[src/design/encoder_position_speed_pwm_top_macros.svh]
// Assertion helpers for the design file that checks itself.
`ifndef ENCODER_POSITION_SPEED_PWM_TOP_MACROS_SVH
`define ENCODER_POSITION_SPEED_PWM_TOP_MACROS_SVH

// Checked on every rising clk_i edge, switched off while rst_ni is low.
`define EPS_ASSERT_CLK(lbl, prop, msg) \
  lbl: assert property (@(posedge clk_i) disable iff (!rst_ni) prop) \
    else $error(msg);

// Checked on every rising clk_i edge, reset included.
`define EPS_ASSERT_ALWAYS(lbl, prop, msg) \
  lbl: assert property (@(posedge clk_i) prop) \
    else $error(msg);

`endif

[src/design/eps_pkg.sv]
package eps_pkg;

  localparam int GAIN_FRACTION_BITS = 16;

  localparam int COUNT_W = 32;
  localparam int SHORT_W = 16;
  localparam int LONG_W  = 20;
  localparam int GAIN_W  = 24;
  localparam int DUTY_W  = 16;

  // Signed width that holds a position plus a full-range delta plus the modulus.
  localparam int RING_W = COUNT_W + 2;
  localparam int PROD_W = COUNT_W + GAIN_W;

  localparam int CFG_IDX_W  = 3;
  localparam int CFG_DATA_W = 32;

  localparam logic [SHORT_W-1:0] SHORT_MODULUS_RST = SHORT_W'(980);
  localparam logic [LONG_W-1:0]  LONG_MODULUS_RST  = LONG_W'(9800);
  localparam logic [GAIN_W-1:0]  SPEED_GAIN_RST    = GAIN_W'(9138077);
  localparam logic [GAIN_W-1:0]  SHORT_GAIN_RST    = GAIN_W'(4382523);
  localparam logic [GAIN_W-1:0]  LONG_GAIN_RST     = GAIN_W'(438252);

  typedef enum logic [CFG_IDX_W-1:0] {
    REG_SHORT_MODULUS = 3'd0,
    REG_LONG_MODULUS  = 3'd1,
    REG_SPEED_GAIN    = 3'd2,
    REG_SHORT_GAIN    = 3'd3,
    REG_LONG_GAIN     = 3'd4
  } cfg_reg_e;

  // Work carried from the position update stage to the duty stage.
  typedef struct packed {
    logic [COUNT_W-1:0] diff;
    logic [COUNT_W-1:0] magnitude;
    logic [SHORT_W-1:0] short_pos;
    logic [LONG_W-1:0]  long_pos;
  } stage_t;

endpackage

[src/design/eps_in_if.sv]
interface eps_in_if;
  logic                               valid;
  logic                               ready;
  logic signed [eps_pkg::COUNT_W-1:0] encoder_count;

  modport source (output valid, output encoder_count, input ready);
  modport sink (input valid, input encoder_count, output ready);
endinterface

[src/design/eps_out_if.sv]
interface eps_out_if;
  logic                               valid;
  logic                               ready;
  logic signed [eps_pkg::COUNT_W-1:0] step_delta;
  logic        [eps_pkg::DUTY_W-1:0]  speed_duty;
  logic        [eps_pkg::DUTY_W-1:0]  short_duty;
  logic        [eps_pkg::DUTY_W-1:0]  long_duty;
  logic                               moving_forward;
  logic                               moving_reverse;

  modport source (output valid, output step_delta, output speed_duty, output short_duty,
                  output long_duty, output moving_forward, output moving_reverse,
                  input ready);
  modport sink (input valid, input step_delta, input speed_duty, input short_duty,
                input long_duty, input moving_forward, input moving_reverse,
                output ready);
endinterface

[src/design/eps_cfg_if.sv]
interface eps_cfg_if;
  logic                              valid;
  logic                              ready;
  logic [eps_pkg::CFG_IDX_W-1:0]     index;
  logic [eps_pkg::CFG_DATA_W-1:0]    data;

  modport source (output valid, output index, output data, input ready);
  modport sink (input valid, input index, input data, output ready);
endinterface

[src/design/eps_ring.sv]
module eps_ring (
  input  logic [eps_pkg::LONG_W-1:0]  pos_i,
  input  logic [eps_pkg::COUNT_W-1:0] delta_i,
  input  logic [eps_pkg::LONG_W-1:0]  modulus_i,
  output logic [eps_pkg::LONG_W-1:0]  pos_o
);

  logic signed [eps_pkg::RING_W-1:0] sum;
  logic signed [eps_pkg::RING_W-1:0] modulus;
  logic signed [eps_pkg::RING_W-1:0] wrapped;
  logic signed [eps_pkg::RING_W-1:0] clamped;

  always_comb begin
    sum = $signed({{(eps_pkg::RING_W-eps_pkg::LONG_W){1'b0}}, pos_i})
        + $signed({{(eps_pkg::RING_W-eps_pkg::COUNT_W){delta_i[eps_pkg::COUNT_W-1]}},
                   delta_i});
    modulus = $signed({{(eps_pkg::RING_W-eps_pkg::LONG_W){1'b0}}, modulus_i});

    // The modulus value itself is a legal position, so only values above it wrap.
    if (sum > modulus) begin
      wrapped = sum - modulus;
    end else if (sum < 0) begin
      wrapped = sum + modulus;
    end else begin
      wrapped = sum;
    end

    // A large step can leave the ring out of range after one correction.
    if (wrapped > modulus) begin
      clamped = modulus;
    end else if (wrapped < 0) begin
      clamped = '0;
    end else begin
      clamped = wrapped;
    end

    pos_o = clamped[eps_pkg::LONG_W-1:0];
  end

endmodule

[src/design/eps_duty_scale.sv]
module eps_duty_scale (
  input  logic [eps_pkg::COUNT_W-1:0] value_i,
  input  logic [eps_pkg::GAIN_W-1:0]  gain_i,
  output logic [eps_pkg::DUTY_W-1:0]  duty_o
);

  logic [eps_pkg::PROD_W-1:0] product;

  always_comb begin
    product = eps_pkg::PROD_W'(value_i) * eps_pkg::PROD_W'(gain_i);
    if (|product[eps_pkg::PROD_W-1:eps_pkg::GAIN_FRACTION_BITS+eps_pkg::DUTY_W]) begin
      duty_o = '1;
    end else begin
      duty_o = product[eps_pkg::GAIN_FRACTION_BITS+eps_pkg::DUTY_W-1:
                       eps_pkg::GAIN_FRACTION_BITS];
    end
  end

endmodule

[src/design/encoder_position_speed_pwm_top.sv]
// Encoder count to position, speed and PWM duty.
// in_i carries one sample of the free-running 32-bit quadrature count per beat.
// Each sample yields exactly one beat on out_o: the wrapped difference from the
// previous sample, speed, short-ring and ten-turn-ring duties and direction flags.
// cfg_i writes the two ring moduli and the three Q16 gains; it is always ready
// and should only be used while no sample is in flight.
// A sample is registered in the first stage when accepted and then in the output
// register, from which out_o offers it.
// The first stage does the count difference and both ring updates, the second
// does the three duty multiplies and saturation. One sample can be accepted
// every cycle while out_o takes its results.
// Reset clears the previous count and both ring positions, loads the default
// moduli and gains and empties the pipeline.
// When out_o stalls, the result is held in the output register, the next sample
// waits in the first stage and in_i.ready drops only once both stages are full.
`include "encoder_position_speed_pwm_top_macros.svh"

module encoder_position_speed_pwm_top (
  input  logic clk_i,
  input  logic rst_ni,
  eps_in_if.sink    in_i,
  eps_out_if.source out_o,
  eps_cfg_if.sink   cfg_i
);

  logic [eps_pkg::SHORT_W-1:0] short_mod_q;
  logic [eps_pkg::LONG_W-1:0]  long_mod_q;
  logic [eps_pkg::GAIN_W-1:0]  speed_gain_q;
  logic [eps_pkg::GAIN_W-1:0]  short_gain_q;
  logic [eps_pkg::GAIN_W-1:0]  long_gain_q;

  logic [eps_pkg::COUNT_W-1:0] prev_count_q;
  logic [eps_pkg::SHORT_W-1:0] short_pos_q;
  logic [eps_pkg::LONG_W-1:0]  long_pos_q;

  logic                        in_acc;
  logic                        cfg_acc;
  logic                        s1_ready;
  logic                        s2_ready;
  logic                        s1_valid_q;
  eps_pkg::stage_t             s1_d;
  eps_pkg::stage_t             s1_q;
  logic [eps_pkg::LONG_W-1:0]  short_new;
  logic [eps_pkg::LONG_W-1:0]  long_new;

  logic                        out_valid_q;
  logic [eps_pkg::COUNT_W-1:0] out_delta_q;
  logic [eps_pkg::DUTY_W-1:0]  out_speed_q;
  logic [eps_pkg::DUTY_W-1:0]  out_short_q;
  logic [eps_pkg::DUTY_W-1:0]  out_long_q;
  logic                        out_fwd_q;
  logic                        out_rev_q;
  logic [eps_pkg::DUTY_W-1:0]  speed_duty;
  logic [eps_pkg::DUTY_W-1:0]  short_duty;
  logic [eps_pkg::DUTY_W-1:0]  long_duty;

  assign cfg_i.ready = 1'b1;
  assign cfg_acc     = cfg_i.valid && cfg_i.ready;

  assign s2_ready   = !out_valid_q || out_o.ready;
  assign s1_ready   = !s1_valid_q || s2_ready;
  assign in_i.ready = s1_ready;
  assign in_acc     = in_i.valid && s1_ready;

  always_ff @(posedge clk_i or negedge rst_ni) begin
    if (!rst_ni) begin
      short_mod_q  <= eps_pkg::SHORT_MODULUS_RST;
      long_mod_q   <= eps_pkg::LONG_MODULUS_RST;
      speed_gain_q <= eps_pkg::SPEED_GAIN_RST;
      short_gain_q <= eps_pkg::SHORT_GAIN_RST;
      long_gain_q  <= eps_pkg::LONG_GAIN_RST;
    end else if (cfg_acc) begin
      case (cfg_i.index)
        eps_pkg::REG_SHORT_MODULUS: short_mod_q  <= cfg_i.data[eps_pkg::SHORT_W-1:0];
        eps_pkg::REG_LONG_MODULUS:  long_mod_q   <= cfg_i.data[eps_pkg::LONG_W-1:0];
        eps_pkg::REG_SPEED_GAIN:    speed_gain_q <= cfg_i.data[eps_pkg::GAIN_W-1:0];
        eps_pkg::REG_SHORT_GAIN:    short_gain_q <= cfg_i.data[eps_pkg::GAIN_W-1:0];
        eps_pkg::REG_LONG_GAIN:     long_gain_q  <= cfg_i.data[eps_pkg::GAIN_W-1:0];
        default: ;
      endcase
    end
  end

  // Stage one: difference, magnitude and both ring updates.
  always_comb begin
    s1_d.diff = in_i.encoder_count - prev_count_q;
    // Negating the most negative difference gives 2^31 as an unsigned magnitude.
    s1_d.magnitude = s1_d.diff[eps_pkg::COUNT_W-1] ? (~s1_d.diff + 1'b1) : s1_d.diff;
    s1_d.short_pos = short_new[eps_pkg::SHORT_W-1:0];
    s1_d.long_pos  = long_new;
  end

  eps_ring u_short_ring (
    .pos_i     ({{(eps_pkg::LONG_W-eps_pkg::SHORT_W){1'b0}}, short_pos_q}),
    .delta_i   (s1_d.diff),
    .modulus_i ({{(eps_pkg::LONG_W-eps_pkg::SHORT_W){1'b0}}, short_mod_q}),
    .pos_o     (short_new)
  );

  eps_ring u_long_ring (
    .pos_i     (long_pos_q),
    .delta_i   (s1_d.diff),
    .modulus_i (long_mod_q),
    .pos_o     (long_new)
  );

  always_ff @(posedge clk_i or negedge rst_ni) begin
    if (!rst_ni) begin
      prev_count_q <= '0;
      short_pos_q  <= '0;
      long_pos_q   <= '0;
    end else if (in_acc) begin
      prev_count_q <= in_i.encoder_count;
      short_pos_q  <= s1_d.short_pos;
      long_pos_q   <= s1_d.long_pos;
    end
  end

  always_ff @(posedge clk_i or negedge rst_ni) begin
    if (!rst_ni) begin
      s1_valid_q <= 1'b0;
    end else if (s1_ready) begin
      s1_valid_q <= in_i.valid;
    end
  end

  always_ff @(posedge clk_i) begin
    if (in_acc) begin
      s1_q <= s1_d;
    end
  end

  // Stage two: the three duty multiplies and saturation.
  eps_duty_scale u_speed_scale (
    .value_i (s1_q.magnitude),
    .gain_i  (speed_gain_q),
    .duty_o  (speed_duty)
  );

  eps_duty_scale u_short_scale (
    .value_i ({{(eps_pkg::COUNT_W-eps_pkg::SHORT_W){1'b0}}, s1_q.short_pos}),
    .gain_i  (short_gain_q),
    .duty_o  (short_duty)
  );

  eps_duty_scale u_long_scale (
    .value_i ({{(eps_pkg::COUNT_W-eps_pkg::LONG_W){1'b0}}, s1_q.long_pos}),
    .gain_i  (long_gain_q),
    .duty_o  (long_duty)
  );

  always_ff @(posedge clk_i or negedge rst_ni) begin
    if (!rst_ni) begin
      out_valid_q <= 1'b0;
    end else if (s2_ready) begin
      out_valid_q <= s1_valid_q;
    end
  end

  always_ff @(posedge clk_i) begin
    if (s2_ready && s1_valid_q) begin
      out_delta_q <= s1_q.diff;
      out_speed_q <= speed_duty;
      out_short_q <= short_duty;
      out_long_q  <= long_duty;
      out_fwd_q   <= !s1_q.diff[eps_pkg::COUNT_W-1] && (|s1_q.diff);
      out_rev_q   <= s1_q.diff[eps_pkg::COUNT_W-1];
    end
  end

  assign out_o.valid          = out_valid_q;
  assign out_o.step_delta     = out_delta_q;
  assign out_o.speed_duty     = out_speed_q;
  assign out_o.short_duty     = out_short_q;
  assign out_o.long_duty      = out_long_q;
  assign out_o.moving_forward = out_fwd_q;
  assign out_o.moving_reverse = out_rev_q;

  `EPS_ASSERT_CLK(a_accept_fills_stage, in_acc |=> s1_valid_q,
                  "accepted beat lost in stage one")
  `EPS_ASSERT_CLK(a_short_in_range, in_acc |=> (short_pos_q <= $past(short_mod_q)),
                  "short ring out of range")
  `EPS_ASSERT_CLK(a_long_in_range, in_acc |=> (long_pos_q <= $past(long_mod_q)),
                  "long ring out of range")
  `EPS_ASSERT_CLK(a_flags_excl, out_valid_q |-> !(out_fwd_q && out_rev_q),
                  "both direction flags set")
  `EPS_ASSERT_CLK(a_still_no_flag,
                  (out_valid_q && (out_delta_q == '0)) |-> !(out_fwd_q || out_rev_q),
                  "direction flag with zero delta")
  `EPS_ASSERT_ALWAYS(a_ready_when_room, !s1_valid_q |-> in_i.ready,
                     "input stalled with empty stage")

endmodule

[src/flat_wrapper.sv]
// flat-port wrapper written by rule: the top's interface ports become plain ports
module encoder_position_speed_pwm_top_flat 
  (clk_i, rst_ni, in_i_valid, in_i_encoder_count, in_i_ready, out_o_valid, out_o_step_delta, out_o_speed_duty, out_o_short_duty, out_o_long_duty, out_o_moving_forward, out_o_moving_reverse, out_o_ready, cfg_i_valid, cfg_i_index, cfg_i_data, cfg_i_ready);
  eps_in_if in_i_i ();
  eps_out_if out_o_i ();
  eps_cfg_if cfg_i_i ();
  input  logic clk_i;
  input  logic rst_ni;
  input wire logic [$bits(in_i_i.valid)-1:0] in_i_valid;
  input wire logic [$bits(in_i_i.encoder_count)-1:0] in_i_encoder_count;
  output wire logic [$bits(in_i_i.ready)-1:0] in_i_ready;
  output wire logic [$bits(out_o_i.valid)-1:0] out_o_valid;
  output wire logic [$bits(out_o_i.step_delta)-1:0] out_o_step_delta;
  output wire logic [$bits(out_o_i.speed_duty)-1:0] out_o_speed_duty;
  output wire logic [$bits(out_o_i.short_duty)-1:0] out_o_short_duty;
  output wire logic [$bits(out_o_i.long_duty)-1:0] out_o_long_duty;
  output wire logic [$bits(out_o_i.moving_forward)-1:0] out_o_moving_forward;
  output wire logic [$bits(out_o_i.moving_reverse)-1:0] out_o_moving_reverse;
  input wire logic [$bits(out_o_i.ready)-1:0] out_o_ready;
  input wire logic [$bits(cfg_i_i.valid)-1:0] cfg_i_valid;
  input wire logic [$bits(cfg_i_i.index)-1:0] cfg_i_index;
  input wire logic [$bits(cfg_i_i.data)-1:0] cfg_i_data;
  output wire logic [$bits(cfg_i_i.ready)-1:0] cfg_i_ready;
  assign in_i_i.valid = in_i_valid;
  assign in_i_i.encoder_count = in_i_encoder_count;
  assign in_i_ready = in_i_i.ready;
  assign out_o_valid = out_o_i.valid;
  assign out_o_step_delta = out_o_i.step_delta;
  assign out_o_speed_duty = out_o_i.speed_duty;
  assign out_o_short_duty = out_o_i.short_duty;
  assign out_o_long_duty = out_o_i.long_duty;
  assign out_o_moving_forward = out_o_i.moving_forward;
  assign out_o_moving_reverse = out_o_i.moving_reverse;
  assign out_o_i.ready = out_o_ready;
  assign cfg_i_i.valid = cfg_i_valid;
  assign cfg_i_i.index = cfg_i_index;
  assign cfg_i_i.data = cfg_i_data;
  assign cfg_i_ready = cfg_i_i.ready;
  encoder_position_speed_pwm_top u_core (.clk_i(clk_i), .rst_ni(rst_ni), .in_i(in_i_i), .out_o(out_o_i), .cfg_i(cfg_i_i));
endmodule
[config.mk]
export PLATFORM = sky130hd
export DESIGN_NAME = encoder_position_speed_pwm_top_flat
export DESIGN_NICKNAME = d
export VERILOG_FILES = /design/src/design/eps_pkg.sv /design/src/design/eps_in_if.sv /design/src/design/eps_out_if.sv /design/src/design/eps_cfg_if.sv /design/src/design/eps_ring.sv /design/src/design/eps_duty_scale.sv /design/src/design/encoder_position_speed_pwm_top.sv /design/src/flat_wrapper.sv
export VERILOG_INCLUDE_DIRS = /design/src /design/src/design
export SDC_FILE = /design/constraint.sdc
export NUM_CORES = 2
export LEC_CHECK = 0
export BUFFER_PORTS_ARGS = -buffer_cell sky130_fd_sc_hd__buf_2
export CORE_MARGIN = 2
export CORE_UTILIZATION = 60
export DETAILED_ROUTE_END_ITERATION = 10
export PLACE_DENSITY = 0.77
export SLEW_MARGIN = 20
export SYNTH_ARGS = -nofsm -noshare
export SYNTH_HDL_FRONTEND = slang
export SYNTH_SLANG_ARGS = --single-unit
[constraint.sdc]
create_clock -name clk_i -period 25 [get_ports clk_i]
set_input_delay 3.75 -clock clk_i [delete_from_list [all_inputs] [get_ports clk_i]]
set_output_delay 3.75 -clock clk_i [all_outputs]
set_load 0.01 [all_outputs]
==> impl_metrics.ini <==
[clock_network]
clk_pin_slew_ps = 60
insertion_delay_ps = 670
cts_hold_buf = 0
cts_setup_buffers = 0
cts_tree = done
cts_buffer_depth = 3
root_buffer = clkbuf_16
cts_htree_levels = 2
cts_num_sinks = 358
cts_buffers = 45
ctsResizeCount = 0

[worst_setup_path]
crit_buf_inv = 4
cp_max_fo = 17
critPathCaptureType = register
critPathMaxStageDelay_ps = 970
crit_slowest_cell = o21ai_2
path_class = in2reg
path_common_cell = a21o_1
worstPathArrival_ps = 16620
cp_top_family = compound AO/OA/AOI/OAI gates
start_kind = primary input
required_ps = 25360

[synthesis]
syn_area_per_cell_um2 = 9.13
synthFlopType = edfxtp_1
synth.ff_latch_count = 358
synth_adder_area_share = 0.467
synth_top_family_by_area = adder cells
synth.distinct_cells = 113
synth_area_um2 = 74900
synth_xor_area_frac = 0.0215
synth_edf_count = 180
yosysSeqAreaShare = 0.132
netlist_instances = 8202
yosys_warnings = 0
ys_async_sr_fraction = 0.497
synthesis.nets = 10300
synthMuxAreaShare = 0.0179
synth_simple_gate_area_share = 0.175
synth_compound_area_frac = 0.0879

[placement]
place_congestion = 0.965
port_buffers = 147
dp.cells = 9709
hpwl_mm = 158

[global_routing]
grtUsageMet2 = 0.556
grt.busiest_layer = met2
grt_pass1_wl_mm = 338
grt_pass1_vias = 61900
grt_max_degree = 107
grt_usage = 0.340
use_met1 = 0.448
antenna_found_initial = 16
grt_overflow_total = 0
met3_usage = 0.0695

[finish]
multi_input_area_um2 = 57700
nNetsFinal = 10200
drive_gt1_frac = 0.0699
instances_no_fill = 9798
register_area_um2 = 9930
n_fill_cell = 10100
area_growth_pct = 5.04

[sta]
fmax_mhz = 61.5
slew_headroom = 0.254
skew_ps = 39.2
fin_crit_sh = 0.650
finalSetupViolCount = 0
rsz0062_at_grt = no
setup_tns_ps = 0
final_hold_viol_count = 0
hold_ws_ps = 446
slew_violations = 0
period_needed_ps = 16260
tightest_slew_ps = 1110

[routing]
vias_per_cell = 5.98
drc = 0
routed_wl_mm = 211
firstDrtPassIters = 8
vias = 58600
wl_per_cell_um = 21.6
drt-initial-drc-count = 4864
antenna_left = 0

[floorplan]
start_util = 0.605
die_y_um = 357
coreArea_um2 = 124000
die_x_um = 357
boundaryPins = 157
fp-row-count = 129
fp.dieArea_um2 = 128000

[outcome]
status = complete, no violations

[job]
drv_cap = 0

[hold_path]
hp-class = reg2reg
-- metal layers --
layer / vias up / share of wire
met3: 575 / 0.097
met4: 6 / 0.042
met2: 2941 / 0.47
met5: - / 0.00018
met1: 29500 / 0.39
li1: 25500 / -
-- cell families after synthesis --
group / Yosys count
other cells: 1
flops: 358
compound gates: 981
fa+ha+maj: 1979
xor+xnor: 180
simple gates: 2647
mux: 124
buf+inv: 1932
-- state kept, by name, summed over array words and instances (netlist names) --
signal	cells
u_core.s1_valid_q	1
u_core.s1_q	99
u_core.long_pos_q	20
u_core.out_o.long_duty	16
u_core.long_gain_q	24
u_core.out_o.valid	1
u_core.out_o.short_duty	16
u_core.out_o.moving_forward	1
u_core.out_o.speed_duty	16
u_core.out_o.moving_reverse	1
u_core.prev_count_q	32
u_core.short_pos_q	16
u_core.short_mod_q	16
u_core.short_gain_q	24
u_core.long_mod_q	20
u_core.out_o.step_delta	31
u_core.speed_gain_q	24
-- synthesized netlist by cell type (11+ instances only) --
cell type  number  area [um2]
inv_1        1522        5710
fa_1         1360       27200
nand2_1      1157        4340
and2_1        807        5050
ha_1          617        7720
clkbuf_1      364        1370
nor2_1        240         901
a21oi_1       229        1150
o21ai_0       229        1150
edfxtp_1      180        5410
dfrtp_1       125        3130
xnor2_1       119        1040
a21o_1        107         803
mux2_2         73         822
nor3_1         73         365
nand3_1        67         335
xor2_1         58         508
dfstp_2        53        1390
mux2i_1        49         490
nand2b_1       44         275
nand4_1        42         263
nor2b_1        41         257
a31oi_1        38         238
o211ai_1       37         278
o21a_1         35         263
nor4_1         31         194
a221o_1        28         280
o21bai_1       28         210
and3_1         27         169
or3_1          25         156
a211oi_1       22         165
buf_2          22         110
and4_1         21         184
o21ai_1        17        85.1
o221ai_1       17         149
o31ai_1        15         113
a211o_1        13         114
a22o_1         12         105
or2_2          12        75.1
a2111oi_0      11        96.3
-- stage by stage --
| stage | worst slack [ps] | cell area (um2) | utilization |
|---|---|---|---|
| 2_1_floorplan | 12030 | 74900 | - |
| 3_3_place_gp | 8620 | 77100 | 0.623 |
| 3_5_place_dp | 8400 | 77100 | 0.623 |
| 4_1_cts | 9030 | 78700 | 0.636 |
| 5_1_grt | 8160 | 78700 | 0.636 |
| 6_report | 8740 | 78700 | 0.636 |
-- layout by cell type (no fill, tap or decap), types with 17 or more instances in the layout --
cell type  count
nand3_1       67
o21a_1        35
mux2i_1       49
nor4_1        29
a211oi_1      21
mux2_2        73
ha_1         617
nor2_1       238
xor2_1        58
o21ai_0      229
a31oi_1       38
a221o_1       28
o211ai_1      37
dfstp_2       53
dfrtp_1      125
buf_4        122
nor2b_1       41
fa_1        1360
and4_1        21
nand2b_1      44
a21o_1       107
o221ai_1      17
xnor2_1      119
nand2_1     1157
clkbuf_16     47
a21oi_1      229
nor3_1        72
and3_1        27
nand4_1       42
inv_1       1521
or3_1         25
and2_1       806
edfxtp_1     180
o21bai_1      28
buf_2        146
-- layout make-up --
type	count	share of cell area
Clock inverter	28	0.00398
Inverter	1533	0.0732
Timing Repair Buffer	269	0.0211
Antenna cell	5	0.000159
Multi-Input combinational cell	5912	0.733
Sequential cell	358	0.126
Clock buffer	56	0.0159
Tap cell	1637	0.0260
-- final timing paths --
check | from | endpoint | slack, ps | depth (start not counted)
setup / recovery | in_i_encoder_count[0] | u_core.s1_q[1] | 8740 | 47
hold / removal | u_core.s1_q[89] | u_core.out_o.step_delta[21] | 450 | 0
setup reg to reg | u_core.prev_count_q[1] | u_core.s1_q[1] | 11620 | 46
hold reg to reg | u_core.s1_q[89] | u_core.out_o.step_delta[21] | 450 | 0
max in group asynchronous | rst_ni | u_core.speed_gain_q[20] | 20170 | 2
min in group asynchronous | rst_ni | u_core.long_gain_q[23] | 3210 | 1
Power is left out: the tool's default activity adds up to more than one toggle a clock period on the data nets, which glitch-free logic cannot reach.
